[config.mk]
export PLATFORM = sky130hd
export DESIGN_NAME = w2s_div_cell
export DESIGN_NICKNAME = d
export VERILOG_FILES = /design/src/rtl/w2s_pkg.sv /design/src/rtl/w2s_div_cell.sv
export SDC_FILE = /design/constraint.sdc
export NUM_CORES = 1
export LEC_CHECK = 0
export BUFFER_PORTS_ARGS = -buffer_cell sky130_fd_sc_hd__buf_2
export CORE_AREA = 8 8 308 310
export DETAILED_ROUTE_END_ITERATION = 6
export DIE_AREA = 0 0 316 318
export GPL_TIMING_DRIVEN = 1
export HOLD_SLACK_MARGIN = 0.06
export PLACE_DENSITY = 0.64
export SKIP_LAST_GASP = 1
export SLEW_MARGIN = 15
export SYNTH_ARGS = -nofsm -noshare
export SYNTH_HDL_FRONTEND = slang
export SYNTH_SLANG_ARGS = --single-unit
export TNS_END_PERCENT = 50
[constraint.sdc]
create_clock -name clock -period 10.8 [get_ports clock]
set_input_delay 0 -clock clock [delete_from_list [all_inputs] [get_ports clock]]
set_output_delay 0 -clock clock [all_outputs]
set_load 0.005 [all_outputs]
[src/rtl/w2s_pkg.sv]
package w2s_pkg;

   // Fixed widths that follow from the 32-bit item fields.
   localparam int FIELD_W = 32;
   localparam int PROD_W = 64;
   localparam int SUM_W = 66;
   localparam int QUO_W = 33;
   localparam int LANES = 3;
   localparam int ELEMENTS = 16;
   localparam int ELEM_IDX_W = 4;
   localparam int CSR_IDX_W = 3;

   // Item opcodes.
   localparam logic OP_LOAD = 1'b0;
   localparam logic OP_PROJECT = 1'b1;

   // Configuration register indexes.
   localparam logic [CSR_IDX_W-1:0] CSR_LEFT = 3'd0;
   localparam logic [CSR_IDX_W-1:0] CSR_TOP = 3'd1;
   localparam logic [CSR_IDX_W-1:0] CSR_WIDTH = 3'd2;
   localparam logic [CSR_IDX_W-1:0] CSR_HEIGHT = 3'd3;
   localparam logic [CSR_IDX_W-1:0] CSR_DEPTH = 3'd4;

   // Lane order inside the divider: x, y, z.
   localparam int LANE_X = 0;
   localparam int LANE_Y = 1;
   localparam int LANE_Z = 2;

   // Per-item flags that ride along with the quotient lanes.
   typedef struct packed {
      logic [LANES-1:0] neg;
      logic             w_zero;
   } flags_type;

endpackage

[src/rtl/w2s_div_cell.sv]
module w2s_div_cell #(
   parameter int REM_W = 84,
   parameter int DIV_W = 50,
   parameter int SHIFT = 0
) (
   input  logic clock,
   input  logic reset,
   input  logic up_valid,
   output logic up_ready,
   input  logic [w2s_pkg::LANES-1:0][REM_W-1:0] up_rem,
   input  logic [w2s_pkg::LANES-1:0][w2s_pkg::QUO_W-1:0] up_quo,
   input  logic [DIV_W-1:0] up_div,
   input  w2s_pkg::flags_type up_flags,
   output logic dn_valid,
   input  logic dn_ready,
   output logic [w2s_pkg::LANES-1:0][REM_W-1:0] dn_rem,
   output logic [w2s_pkg::LANES-1:0][w2s_pkg::QUO_W-1:0] dn_quo,
   output logic [DIV_W-1:0] dn_div,
   output w2s_pkg::flags_type dn_flags
);

   logic valid_ff;
   logic [w2s_pkg::LANES-1:0][REM_W-1:0] rem_ff, rem_in;
   logic [w2s_pkg::LANES-1:0][w2s_pkg::QUO_W-1:0] quo_ff, quo_in;
   logic [DIV_W-1:0] div_ff;
   w2s_pkg::flags_type flags_ff;
   logic [REM_W-1:0] trial;

   assign up_ready = !valid_ff || dn_ready;

   // One restoring step: this cell decides quotient bit SHIFT in every lane.
   always_comb begin
      trial = REM_W'(up_div) << SHIFT;
      for (int l = 0; l < w2s_pkg::LANES; l++) begin
         if (up_rem[l] >= trial) begin
            rem_in[l] = up_rem[l] - trial;
            quo_in[l] = up_quo[l] | (w2s_pkg::QUO_W'(1) << SHIFT);
         end else begin
            rem_in[l] = up_rem[l];
            quo_in[l] = up_quo[l];
         end
      end
   end

   always_ff @(posedge clock) begin
      if (reset) begin
         valid_ff <= 1'b0;
      end else if (up_ready) begin
         valid_ff <= up_valid;
      end
   end

   always_ff @(posedge clock) begin
      if (up_ready) begin
         rem_ff <= rem_in;
         quo_ff <= quo_in;
         div_ff <= up_div;
         flags_ff <= up_flags;
      end
   end

   assign dn_valid = valid_ff;
   assign dn_rem = rem_ff;
   assign dn_quo = quo_ff;
   assign dn_div = div_ff;
   assign dn_flags = flags_ff;

endmodule

* Word level (Yosys, flattened, before mapping) *
Index checks and enable logic that the tools add are counted.

storage, ports and cells
  memories = 0
  output and inout port bits = 407
  bits in registers = 406
  ROM bits = 0
  bits in writable memories = 0
  word-level logic and storage cells = 24
  input bits = 409
  latch bits = 0

cells by class
  $mul = 0
  bitwise gates (word level) = 0
  div/mod/pow operators = 0
  mux-type cells = 3
  $add $sub $neg = 3
  reductions and logical operators = 2
  eq/ne operators = 0
  magnitude comparators = 3
  shift operators = 0

operators by type and width
  operator                                      number
  greater-or-equal comparator 84 x 50 -> 1 bit  3
  two-way mux 84 bit                            3
  subtractor 84 x 50 -> 84 bit                  3
  logical NOT 1 bit                             1
  logical OR 1 bit                              1

* Logic depth before layout (Yosys ltp) *
  depth in word-level cells = 2
  gate-level depth with buffers = 14
  depth with buffers taken out = 12

* Worst setup path before layout *
Ideal clock, no wire load.

  path type = input port to flip-flop
  from = input port dn_ready
  to = register valid_ff, in the netlist dn_valid
  slack = 0.183 ns
  cell stages on the path = 2
  buffers on the path = 0
  library setup time = 0.527 ns
  arrival time = 10.090 ns
  required time = 10.273 ns
  cell sequence = nand2b_1 a21oi_1

on the way
  word-level cells in the longest chain between the ends = 1

RTL lines
  item                  line                RTL
  from (decl)           w2s_div_cell.sv:15  input logic dn_ready,
  logical OR 1 bit      w2s_div_cell.sv:29  assign up_ready = !valid_ff || dn_ready;
  to (signal assigned)  w2s_div_cell.sv:49  valid_ff <= up_valid;
  to (decl)             w2s_div_cell.sv:22  logic valid_ff;

Every way passes these cells.
A chain may end at the register's enable or synchronous reset.

==> results_dict.tcl <==
set metrics [dict create \
    status "complete, but fails checks" \
    violations "design-rule violations" \
    grt_usage 0.248 \
    max_slew_margin 0.310 \
    drc 1 \
    worstHoldPathCells 2 \
    cts.sinks 406 \
    die_h_um 318 \
    numCtsBuffers 48 \
    drive_above_1_share 0.231 \
    hp-class "in2reg" \
    die_w_um 316 \
    grt_start_max_net_pins 154 \
    syn_nets 3350 \
    rows 110 \
    hold_start "up_quo[47]" \
    synth_edf_count 405 \
    cts.htree.levels 2 \
    yosys_register_bits 406 \
    ant_nets 0 \
    dp_hpwl_um 106000 \
    r2r_cells 3 \
    rsz0062_at_grt "no" \
    fin_nets 4571 \
    dr_total_vias 28100 \
    synth_area_per_cell_um2 9.58 \
    r2r-end "dn_rem[90]" \
    ys.warnings.count 0 \
    clockRootBuffer "clkbuf_16" \
    max_freq_ghz 0.181 \
    antenna_found_initial 29 \
    critPathRequiredTime_ns 11.16 \
    whs_endpoint "dn_quo[47]" \
    path_clk_slew_ns 0.06 \
    fin_skew_ns 0.0332 \
    drt_pass1_iterations 7 \
    crit_arrival_ns 5.89 \
    worstSetupEndpointType "flop" \
    worst_ir_drop_vdd_mv 0.104 \
    grt_pass1_wl_um 188000 \
    finalHoldViolations 0 \
    totalNegativeSetupSlack_ns 0 \
    path_class "in2reg" \
    core-area_um2 89600 \
    period_share 0.512 \
    path_max_fanout 12 \
    maxCapViolCount 0 \
    grt-ovfl-total 0 \
    p_leak_uw 0.0160 \
    synth_top_cell_area_share 0.456 \
    mostFrequentLayoutCells "815 x buf_2, 471 x dlygate4sd3_1, 405 x edfxtp_1" \
    gp_congestion 0.970 \
    viasPerCell 5.35 \
    pin_count 816 \
    wl_per_cell_um 25.2 \
    start_util 0.298 \
    timing.hold.ws_ns 0.109 \
    drv_slew 0 \
    power.density_nw_per_um2 134 \
    layout_commonest_cell "buf_2" \
    syn_area_um2 26700 \
    routed_wl_um 132000 \
    cp-startpoint "up_div[49]" \
    area_delta_synth_final_pct 42.9 \
    cp-start-kind "input port" \
    r2r_start "dn_valid" \
    first_global_vias 28400 \
    worst_pin_slew_ns 1.03 \
    synthArstFlopShare 0 \
    cts_tree "built" \
    ys_top_cells_by_area "edfxtp_1 46%, ha_1 7.0%, a21oi_1 6.4%, xnor2_1 4.4%, nor2_1 4.1%" \
    setup_viol 0 \
    die_area_um2 100000 \
    cts_max_path_buffers 3 \
    fin_crit_ns 5.53 \
    drt_iter0_markers 2673 \
    synth_cell_types 72 \
    netlist_instances 2788 \
    clk_latency_ns 0.61 \
    rrSetupSlack_ns 7.85 \
    fin_util 0.426 \
    yosysTopAreaCell "edfxtp_1" \
    synthFlopType "edfxtp_1" \
    yosysSeqAreaShare 0.456 \
    io_buffers 815 \
]
[Yosys cell counts, types with 20 or more instances]
master	instances
a211oi_1	20
a21o_1	80
a21oi_1	340
a31oi_1	22
clkbuf_1	125
edfxtp_1	405
ha_1	150
inv_1	106
nand2_1	214
nand2b_1	27
nand3_1	67
nand4_1	98
nor2_1	292
nor3_1	80
nor4_1	46
o211ai_1	21
o21a_1	23
o21ai_0	127
o21bai_1	42
or3_1	29
xnor2_1	134
xor2_1	107
[cells by family after synthesis]
kind of cell               after synthesis  synth area share
buffers and inverters                  236            0.0338
muxes                                    8           0.00337
xor gates and xnor gates               241            0.0791
AOI/OAI and AO/OA                      760             0.173
DFF                                    406             0.456
and+or+nand+nor                        984             0.182
adders and majority gates              153            0.0725
[how the worst max path moves through the flow]
stage / slack [ns] / depth (start not counted) / end
floorplan: 0.18 / 2 / dn_valid
global placement: 5.74 / 13 / dn_rem[81]
detailed placement: 5.80 / 13 / dn_rem[73]
CTS: 5.33 / 15 / dn_rem[73]
global route: 5.10 / 14 / dn_rem[0]
finish: 5.27 / 14 / dn_rem[54]
[layout make-up]
class | instances | area [µm²]
fillers | 8590 | 51400
multi-input cells | 2146 | 13600
flip-flops and latches | 406 | 12200
repair buffers | 1301 | 8920
well taps | 1176 | 1470
clock buffers | 60 | 1250
inverters | 106 | 398
clock inverters | 23 | 244
diodes | 24 | 60.1
[metal layers]
layer | part of all wire | vias up | routed length (µm) | track usage
met1 | 0.39 | 13400 | 51800 | 0.294
met5 | 0.00090 | - | 119 | 0
met2 | 0.47 | 1450 | 62400 | 0.421
met3 | 0.086 | 347 | 11300 | 0.0625
li1 | - | 12900 | - | -
met4 | 0.049 | 18 | 6520 | 0.109
[repair_timing]
item	in CTS	in global routing
resized for setup	0	0
endpoints found under the hold margin	406	0
hold buffers	471	0
setup buffers	0	0
[critical path: stages]
cell and delay, ns:
dlygate4sd3_1 0.56, buf_2 0.14, inv_1 0.21, ha_1 0.61, nand4bb_1 0.27, nor4_2 0.83, nand4_1 0.33, nor4_1 0.79
or4_1 0.27, a2111oi_4 0.07, a221oi_2 0.82, o211ai_1 0.24, xnor2_1 0.19, dlygate4sd3_1 0.57
[registers in the layout (all words and copies together), names as in the netlist]
| signal | cells |
|---|---|
| dn_rem | 252 |
| dn_flags | 4 |
| dn_valid | 1 |
| dn_div | 50 |
| dn_quo | 99 |
[stage by stage]
step	setup slack, ns	area, µm²	power (µW)	instances
final	5.27	38100	5110	5242
after global routing	5.10	38100	5310	5230
after CTS	5.33	38100	5130	5218
after detailed placement	5.80	31900	3360	4664
after global placement	5.74	31900	3360	4664
after floorplan	0.183	26700	2730	2788
[power by group]
part	internal [µW]	switching [µW]	total [µW]	leakage [µW]
registers	1980	68.3	2050	0.00420
logic	595	852	1450	0.0111
clock network	914	697	1610	0.000731
(Power assumes the default switching activity.)
