## config.mk

```make
export PLATFORM = sky130hd
export DESIGN_NAME = w2s_map
export DESIGN_NICKNAME = d
export VERILOG_FILES = /design/src/rtl/w2s_pkg.sv /design/src/rtl/w2s_map.sv
export SDC_FILE = /design/constraint.sdc
export NUM_CORES = 2
export LEC_CHECK = 0
export BUFFER_PORTS_ARGS = -buffer_cell sky130_fd_sc_hd__buf_4
export CORE_MARGIN = 2
export CORE_UTILIZATION = 60
export DETAILED_ROUTE_END_ITERATION = 12
export GPL_TIMING_DRIVEN = 0
export PLACE_DENSITY = 0.81
export SYNTH_ARGS = -nofsm -noshare
export SYNTH_HDL_FRONTEND = slang
export SYNTH_SLANG_ARGS = --single-unit
```

## constraint.sdc

```tcl
create_clock -name clock -period 11 [get_ports clock]
set_input_delay 3.3 -clock clock [delete_from_list [all_inputs] [get_ports clock]]
set_output_delay 3.3 -clock clock [all_outputs]
set_load 0.05 [all_outputs]
```

## src/rtl/w2s_pkg.sv

```systemverilog
package w2s_pkg;

   // Fixed widths that follow from the 32-bit item fields.
   localparam int FIELD_W = 32;
   localparam int PROD_W = 64;
   localparam int SUM_W = 66;
   localparam int QUO_W = 33;
   localparam int LANES = 3;
   localparam int ELEMENTS = 16;
   localparam int ELEM_IDX_W = 4;
   localparam int CSR_IDX_W = 3;

   // Item opcodes.
   localparam logic OP_LOAD = 1'b0;
   localparam logic OP_PROJECT = 1'b1;

   // Configuration register indexes.
   localparam logic [CSR_IDX_W-1:0] CSR_LEFT = 3'd0;
   localparam logic [CSR_IDX_W-1:0] CSR_TOP = 3'd1;
   localparam logic [CSR_IDX_W-1:0] CSR_WIDTH = 3'd2;
   localparam logic [CSR_IDX_W-1:0] CSR_HEIGHT = 3'd3;
   localparam logic [CSR_IDX_W-1:0] CSR_DEPTH = 3'd4;

   // Lane order inside the divider: x, y, z.
   localparam int LANE_X = 0;
   localparam int LANE_Y = 1;
   localparam int LANE_Z = 2;

   // Per-item flags that ride along with the quotient lanes.
   typedef struct packed {
      logic [LANES-1:0] neg;
      logic             w_zero;
   } flags_type;

endpackage

```

## src/rtl/w2s_map.sv

```systemverilog
module w2s_map #(
   parameter int FRAC_BITS = 16,
   parameter int VIEWPORT_BITS = 14
) (
   input  logic clock,
   input  logic reset,
   input  logic in_valid,
   output logic in_ready,
   input  logic [w2s_pkg::LANES-1:0][w2s_pkg::QUO_W-1:0] in_quo,
   input  w2s_pkg::flags_type in_flags,
   input  logic [VIEWPORT_BITS-1:0] vp_left,
   input  logic [VIEWPORT_BITS-1:0] vp_top,
   input  logic [VIEWPORT_BITS-1:0] vp_width,
   input  logic [VIEWPORT_BITS-1:0] vp_height,
   input  logic depth_sym,
   output logic out_valid,
   input  logic out_ready,
   output logic signed [w2s_pkg::FIELD_W-1:0] screen_x,
   output logic signed [w2s_pkg::FIELD_W-1:0] screen_y,
   output logic signed [w2s_pkg::FIELD_W-1:0] screen_depth,
   output logic status
);

   localparam int FW = w2s_pkg::FIELD_W;
   localparam int MW = FW + VIEWPORT_BITS + 2;
   localparam int AW = MW + 1;
   localparam logic signed [FW:0] ONE_FX = (FW + 1)'(1) << FRAC_BITS;
   localparam logic signed [AW-1:0] SAT_HI = AW'(2147483647);
   localparam logic signed [AW-1:0] SAT_LO = -SAT_HI - AW'(1);
   localparam logic [FW-1:0] FX_MAX = 32'h7fff_ffff;
   localparam logic [FW-1:0] FX_MIN = 32'h8000_0000;

   logic va_ff, vb_ff, vc_ff;
   logic rdya, rdyb, rdyc;
   logic [w2s_pkg::LANES-1:0][FW-1:0] p_ff, p_in;
   logic zero_a_ff, zero_b_ff;
   logic signed [MW-1:0] mx_ff, mx_in, my_ff, my_in;
   logic signed [FW-1:0] dz_ff, dz_in;
   logic signed [FW-1:0] sx_in, sy_in;

   assign rdyc = !vc_ff || out_ready;
   assign rdyb = !vb_ff || rdyc;
   assign rdya = !va_ff || rdyb;
   assign in_ready = rdya;

   // Stage A: apply the sign to each quotient and saturate.
   always_comb begin
      logic [FW-1:0] q;
      for (int l = 0; l < w2s_pkg::LANES; l++) begin
         q = in_quo[l][FW-1:0];
         if (in_quo[l][FW]) begin
            p_in[l] = in_flags.neg[l] ? FX_MIN : FX_MAX;
         end else if (in_flags.neg[l]) begin
            p_in[l] = (q > FX_MIN) ? FX_MIN : FW'(-q);
         end else begin
            p_in[l] = q[FW-1] ? FX_MAX : q;
         end
      end
   end

   // Stage B: scale (p + 1) by the viewport size; rescale depth if asked.
   always_comb begin
      logic signed [FW:0] px1, py1, pz1;
      logic signed [VIEWPORT_BITS:0] w_s, h_s;
      px1 = $signed({p_ff[w2s_pkg::LANE_X][FW-1], p_ff[w2s_pkg::LANE_X]}) + ONE_FX;
      py1 = $signed({p_ff[w2s_pkg::LANE_Y][FW-1], p_ff[w2s_pkg::LANE_Y]}) + ONE_FX;
      pz1 = $signed({p_ff[w2s_pkg::LANE_Z][FW-1], p_ff[w2s_pkg::LANE_Z]}) + ONE_FX;
      w_s = $signed({1'b0, vp_width});
      h_s = $signed({1'b0, vp_height});
      mx_in = px1 * w_s;
      my_in = py1 * h_s;
      dz_in = depth_sym ? FW'(pz1 >>> 1) : $signed(p_ff[w2s_pkg::LANE_Z]);
   end

   // Stage C: halve, add the origin and saturate.
   always_comb begin
      logic signed [AW-1:0] ox, oy, tx, ty;
      ox = $signed(AW'({vp_left, FRAC_BITS'(0)}));
      oy = $signed(AW'({vp_top, FRAC_BITS'(0)}));
      tx = ox + AW'(mx_ff >>> 1);
      ty = oy + AW'(my_ff >>> 1);
      if (tx > SAT_HI) sx_in = $signed(FX_MAX);
      else if (tx < SAT_LO) sx_in = $signed(FX_MIN);
      else sx_in = FW'(tx);
      if (ty > SAT_HI) sy_in = $signed(FX_MAX);
      else if (ty < SAT_LO) sy_in = $signed(FX_MIN);
      else sy_in = FW'(ty);
   end

   always_ff @(posedge clock) begin
      if (reset) begin
         va_ff <= 1'b0;
         vb_ff <= 1'b0;
         vc_ff <= 1'b0;
      end else begin
         if (rdya) va_ff <= in_valid;
         if (rdyb) vb_ff <= va_ff;
         if (rdyc) vc_ff <= vb_ff;
      end
   end

   always_ff @(posedge clock) begin
      if (rdya) begin
         p_ff <= p_in;
         zero_a_ff <= in_flags.w_zero;
      end
      if (rdyb) begin
         mx_ff <= mx_in;
         my_ff <= my_in;
         dz_ff <= dz_in;
         zero_b_ff <= zero_a_ff;
      end
      if (rdyc) begin
         screen_x <= zero_b_ff ? '0 : sx_in;
         screen_y <= zero_b_ff ? '0 : sy_in;
         screen_depth <= zero_b_ff ? '0 : dz_ff;
         status <= zero_b_ff;
      end
   end

   assign out_valid = vc_ff;

endmodule

```

# After elaboration in Yosys (flattened, before gate mapping)
# Cells that the tools add are included.
classes:
  add_sub_neg: 8
  n_mux: 20
  mul: 2
  order_cmp: 7
  n_reduce_logical: 8
ops:
  columns: ["operator", "n"]
  rows:
  - ["$mux 32", 15]
  - ["$mux 31", 5]
  - ["$add 32x18->33 const B", 3]
  - ["$add 31x47->48", 2]
  - ["$gt 32x32->1 const B", 3]
  - ["$gt 48x32->1 const B", 2]
  - ["$lt 48x32->1 const B", 2]
  - ["$mul 33x15->48", 2]
  - ["$neg 32->32", 3]
  - ["$reduce_or 2->1", 2]
  - ["$logic_not 1->1", 3]
  - ["$logic_or 1x1->1", 3]
word_totals:
  input_bits: 164
  ff_bits: 326
  wordCells: 62
  out_inout_bits: 99

# Logic depth before layout (Yosys ltp)
logic_depth:
  ltp_word: 4
  mapped_depth: 31

# Worst setup path after synthesis
# Ideal clock, no wire load.
synth_path:
  kind: "input to register"
  startpoint: "input port vp_width[0]"
  endpoint: "register mx_ff[41] (data pin)"
  path_stages: 25
  path_buffers: 3
  t_arrival_ps: 9134
  slack_ps: 1600
  cell_sequence: "clkbuf_1 -> and2_1 -> fa_1 -> inv_1 -> fa_1 -> inv_1 -> fa_1 -> inv_1 -> fa_1 -> inv_1 -> fa_1 -> inv_1 -> fa_1 -> inv_1 -> ha_1 -> clkbuf_1 -> a21o_1 -> a2111oi_2 -> nor3_1 -> a2111o_1 -> and2_1 -> clkbuf_1 -> a21o_1 -> o41ai_1 -> xnor2_1"
synth_between:
  elab_chain_cells: 1
synth_rtl:
  columns: ["item", "line_no", "source"]
  rows:
  - ["start: declaration", "w2s_map.sv:13", "input logic [VIEWPORT_BITS-1:0] vp_width,"]
  - ["$mul 33x15->48", "w2s_map.sv:70", "mx_in = px1 * w_s;"]
  - ["named net mx_in[41]", "w2s_map.sv:37", "logic signed [MW-1:0] mx_ff, mx_in, my_ff, my_in;"]
  - ["end signal: assignment", "w2s_map.sv:108", "mx_ff <= mx_in;"]
  - ["end: declaration", "w2s_map.sv:37", null]
# The timed path passes the listed nets, and every way through them passes these cells.
# A chain may end at the register's enable or synchronous reset.

# Final worst setup path
layout_path:
  startpoint: "input port vp_width[10]"
  endpoint: "register mx_ff[46] (data pin)"
# The elaborated chain is that of the path after synthesis.

==> run summary <==
Endpoints failing hold: 0
Setup Skew: 0.0650 ns
Fmax: 91.9 MHz
Setup_tns: 0 ns
Final period util: 98.9%
Synth Net Count: 6420
Post CTS Setup Buffer Count: 0
Initial antenna violation count: 8
Post-synth EDFFs: 321
FP Rows: 104
Mapped Area: 48900 um^2
CP Depth: 24
Area delta synth->final: 9.57%
Reg2reg end: mx_ff[46]
Num CTS Buffers: 40
Core Footprint: 80700 um^2
Data required, critical path: 11.41 ns
Post-Route WL: 133000 um
Tot GR Track Use: 32.5%
GPL Wtd Cong: 0.992
Ys Warns: 0
Worst reg-to-reg path cell count: 26
I/O Pins: 263
Detailed Routing Iterations Pass 1: 6
CP endpoint kind: flop
CP cell instances: buf_4 -> clkbuf_1 -> nand2_1 -> fa_1 -> fa_1 -> inv_1 -> fa_1 -> inv_1 -> fa_1 -> inv_1 -> fa_1 -> inv_1 -> fa_1 -> inv_1 -> ha_1 -> clkbuf_1 -> and4_1 -> nand4_1 -> a2111oi_0 -> o21ai_0 -> o21ai_1 -> a22oi_1 -> o211ai_1 -> xor2_1
Crit path largest cell delay: 1.05 ns
H-tree depth: 2
Post-synth cell types: 95
Root buf cell: clkbuf_16
CTS resizes: 0
Port Buf Inserts: 258
Final min period: 10.88 ns
Slowest library cell on the worst path: a2111oi_0
Seq/Total Area, Yosys: 19.8%
Die span in x: 290 um
Total number of vias: 38.2k
Unrepaired setup endpoints after global routing: no
Maximum root-to-sink buffer count: 3
Total gr overflow: 0
Worst-Skew Late Latency: 0.62 ns
Most common cell after layout, fill and taps aside: inv_1
Hold buffer count at CTS: 0
Crit path top cell by count: fa_1
CTS tree: built
DR iter-0 viols: 3563
Hold Path Class: reg -> reg
Synth Area per Inst: 9.48 um^2
Max cap viols: 0
Final-stage net count: 6723
CP delay by family, top: adder cells
Setup violators final: 0
Most used DFF post-synth: edfxtp_1
Max-slew violation count: 0
Worst setup path end: mx_ff[46]
WS Path Type: in -> reg
Total Die Area: 83800 um^2
Critical Path Fanout Max: 10
#FFs+latches synth: 324
Largest net degree at the start of global routing: 94
Worst EP arrival: 11.29 ns
Chip height: 290 um
Layout cell share with drive strength beyond 1: 7.18%
Worst R2R Setup Slack: 1.54 ns
Startpoint class of the critical path: input pin
Avg WL per Cell: 20.2 um
Drc violations: 0
Hold path cells: 0
Cells after Synth: 5158
Most frequent cells in the layout: 958 x inv_1, 846 x fa_1, 615 x nand2_1, 428 x and2_1, 321 x edfxtp_1
Slew headroom: 13.0%
Status: finished, final reports clean
Crit path buf inv count: 8
Ys async rst share: 0%
Remaining antenna violation count after routing: 0
First-pass GRT wire length: 209000 um
Reg-to-reg critical path startpoint: p_ff[16]
Reg clk slew, reported paths: 0.06 ns
Crit path from: vp_width[10]
Clock Sinks: 324
Initial core utilization: 60.6%
Hold_ws: 0.434 ns
Pin slew with the least headroom to its limit: 1.27 ns
Via density per instance: 5.83
Final HPWL from detailed placement: 108000 um
Via count of the first global-routing pass: 38.3k
flip-flops by register name, indices dropped and copies added, names as in the netlist, 32 cells and up:
| name | cells |
|---|---|
| my_ff | 47 |
| mx_ff | 47 |
| screen_depth | 32 |
| screen_x | 32 |
| screen_y | 32 |
| p_ff | 96 |
| dz_ff | 32 |
stage by stage:
stage / worst slack, ns / instances / cell area (um^2) / util (%)
after floorplan: 1.60 / 5158 / 48900 / -
after global placement: 0.0661 / 6476 / 52200 / 64.7
after detailed placement: 0.0128 / 6479 / 52300 / 64.8
after CTS: 0.620 / 6551 / 53600 / 66.4
after global routing: 0.153 / 6555 / 53600 / 66.4
final: 0.119 / 6560 / 53600 / 66.4
worst min-delay path by stage:
stage	start	to	slack, ns
4_1_cts	zero_a_ff	zero_b_ff	0.44
5_1_grt	zero_a_ff	zero_b_ff	0.44
2_1_floorplan	zero_a_ff	zero_b_ff	0.40
6_report	zero_a_ff	zero_b_ff	0.43
3_3_place_gp	zero_a_ff	zero_b_ff	0.41
3_5_place_dp	zero_a_ff	zero_b_ff	0.42
worst register-to-register path, cell delays in order, from the launching register on:
cell	delay [ns]
edfxtp_1	0.49
ha_1	0.27
nand2_1	0.08
nor2_1	0.28
xor2_1	0.63
clkbuf_1	0.52
nand2_1	0.14
fa_1	0.50
fa_1	0.57
inv_1	0.07
fa_1	0.53
inv_1	0.07
fa_1	0.53
inv_1	0.05
fa_1	0.48
inv_1	0.05
fa_1	0.48
inv_1	0.04
ha_1	0.41
and4_1	0.28
nand4_1	0.22
a2111oi_0	1.05
o21ai_0	0.42
o21ai_1	0.46
a22oi_1	0.19
o211ai_1	0.24
xor2_1	0.25
layer usage:
metal / up-vias / global-route usage (%) / routed length, um / part of all wire, %
li1: 16900 / - / - / -
met1: 18900 / 45.0 / 52100 / 39
met2: 2008 / 49.9 / 59500 / 45
met3: 373 / 6.40 / 14500 / 11
met4: 2 / 15.0 / 6660 / 5.0
met5: - / 0 / 14 / 0.011
kinds of logic after synthesis:
logic type	synth area share, %
AO/OA/AOI/OAI	8.77
XOR/XNOR	3.08
adder cells (fa/ha/maj)	41.1
buffers and inverters	9.26
flip-flops	19.8
multiplexers	0.762
AND/OR/NAND/NOR	17.2
cell usage after synthesis, types with 21 or more instances:
| cell | n | area (um^2) |
|---|---|---|
| fa_1 | 846 | 16900 |
| nand4_1 | 30 | 188 |
| ha_1 | 252 | 3150 |
| inv_1 | 960 | 3600 |
| o21a_1 | 53 | 398 |
| nand3_1 | 58 | 290 |
| nor2_1 | 213 | 800 |
| nor3_1 | 49 | 245 |
| clkbuf_1 | 210 | 788 |
| a31oi_1 | 36 | 225 |
| nand2_1 | 616 | 2310 |
| a21o_1 | 74 | 556 |
| and2_1 | 428 | 2680 |
| a21oi_1 | 256 | 1280 |
| xnor2_1 | 122 | 1070 |
| a211oi_1 | 21 | 158 |
| nand2b_1 | 45 | 282 |
| o22ai_1 | 56 | 350 |
| nor3b_1 | 28 | 210 |
| o21ai_0 | 75 | 375 |
| edfxtp_1 | 321 | 9640 |
| xor2_1 | 50 | 438 |
| nor2b_1 | 71 | 444 |
final cells by class:
cell class,instances,area (um^2)
buffer,227,923
antenna,9,22.5
tap,1060,1330
clock buffer,48,1040
inverter,961,3610
clock inverter,24,259
sequential,324,9700
multi-input combinational,3646,34700
fill,6345,27100
timing repair buffer,261,2020
Power is not shown: default switching activity piles up to over one toggle a cycle in this logic, so the estimate is an artifact.
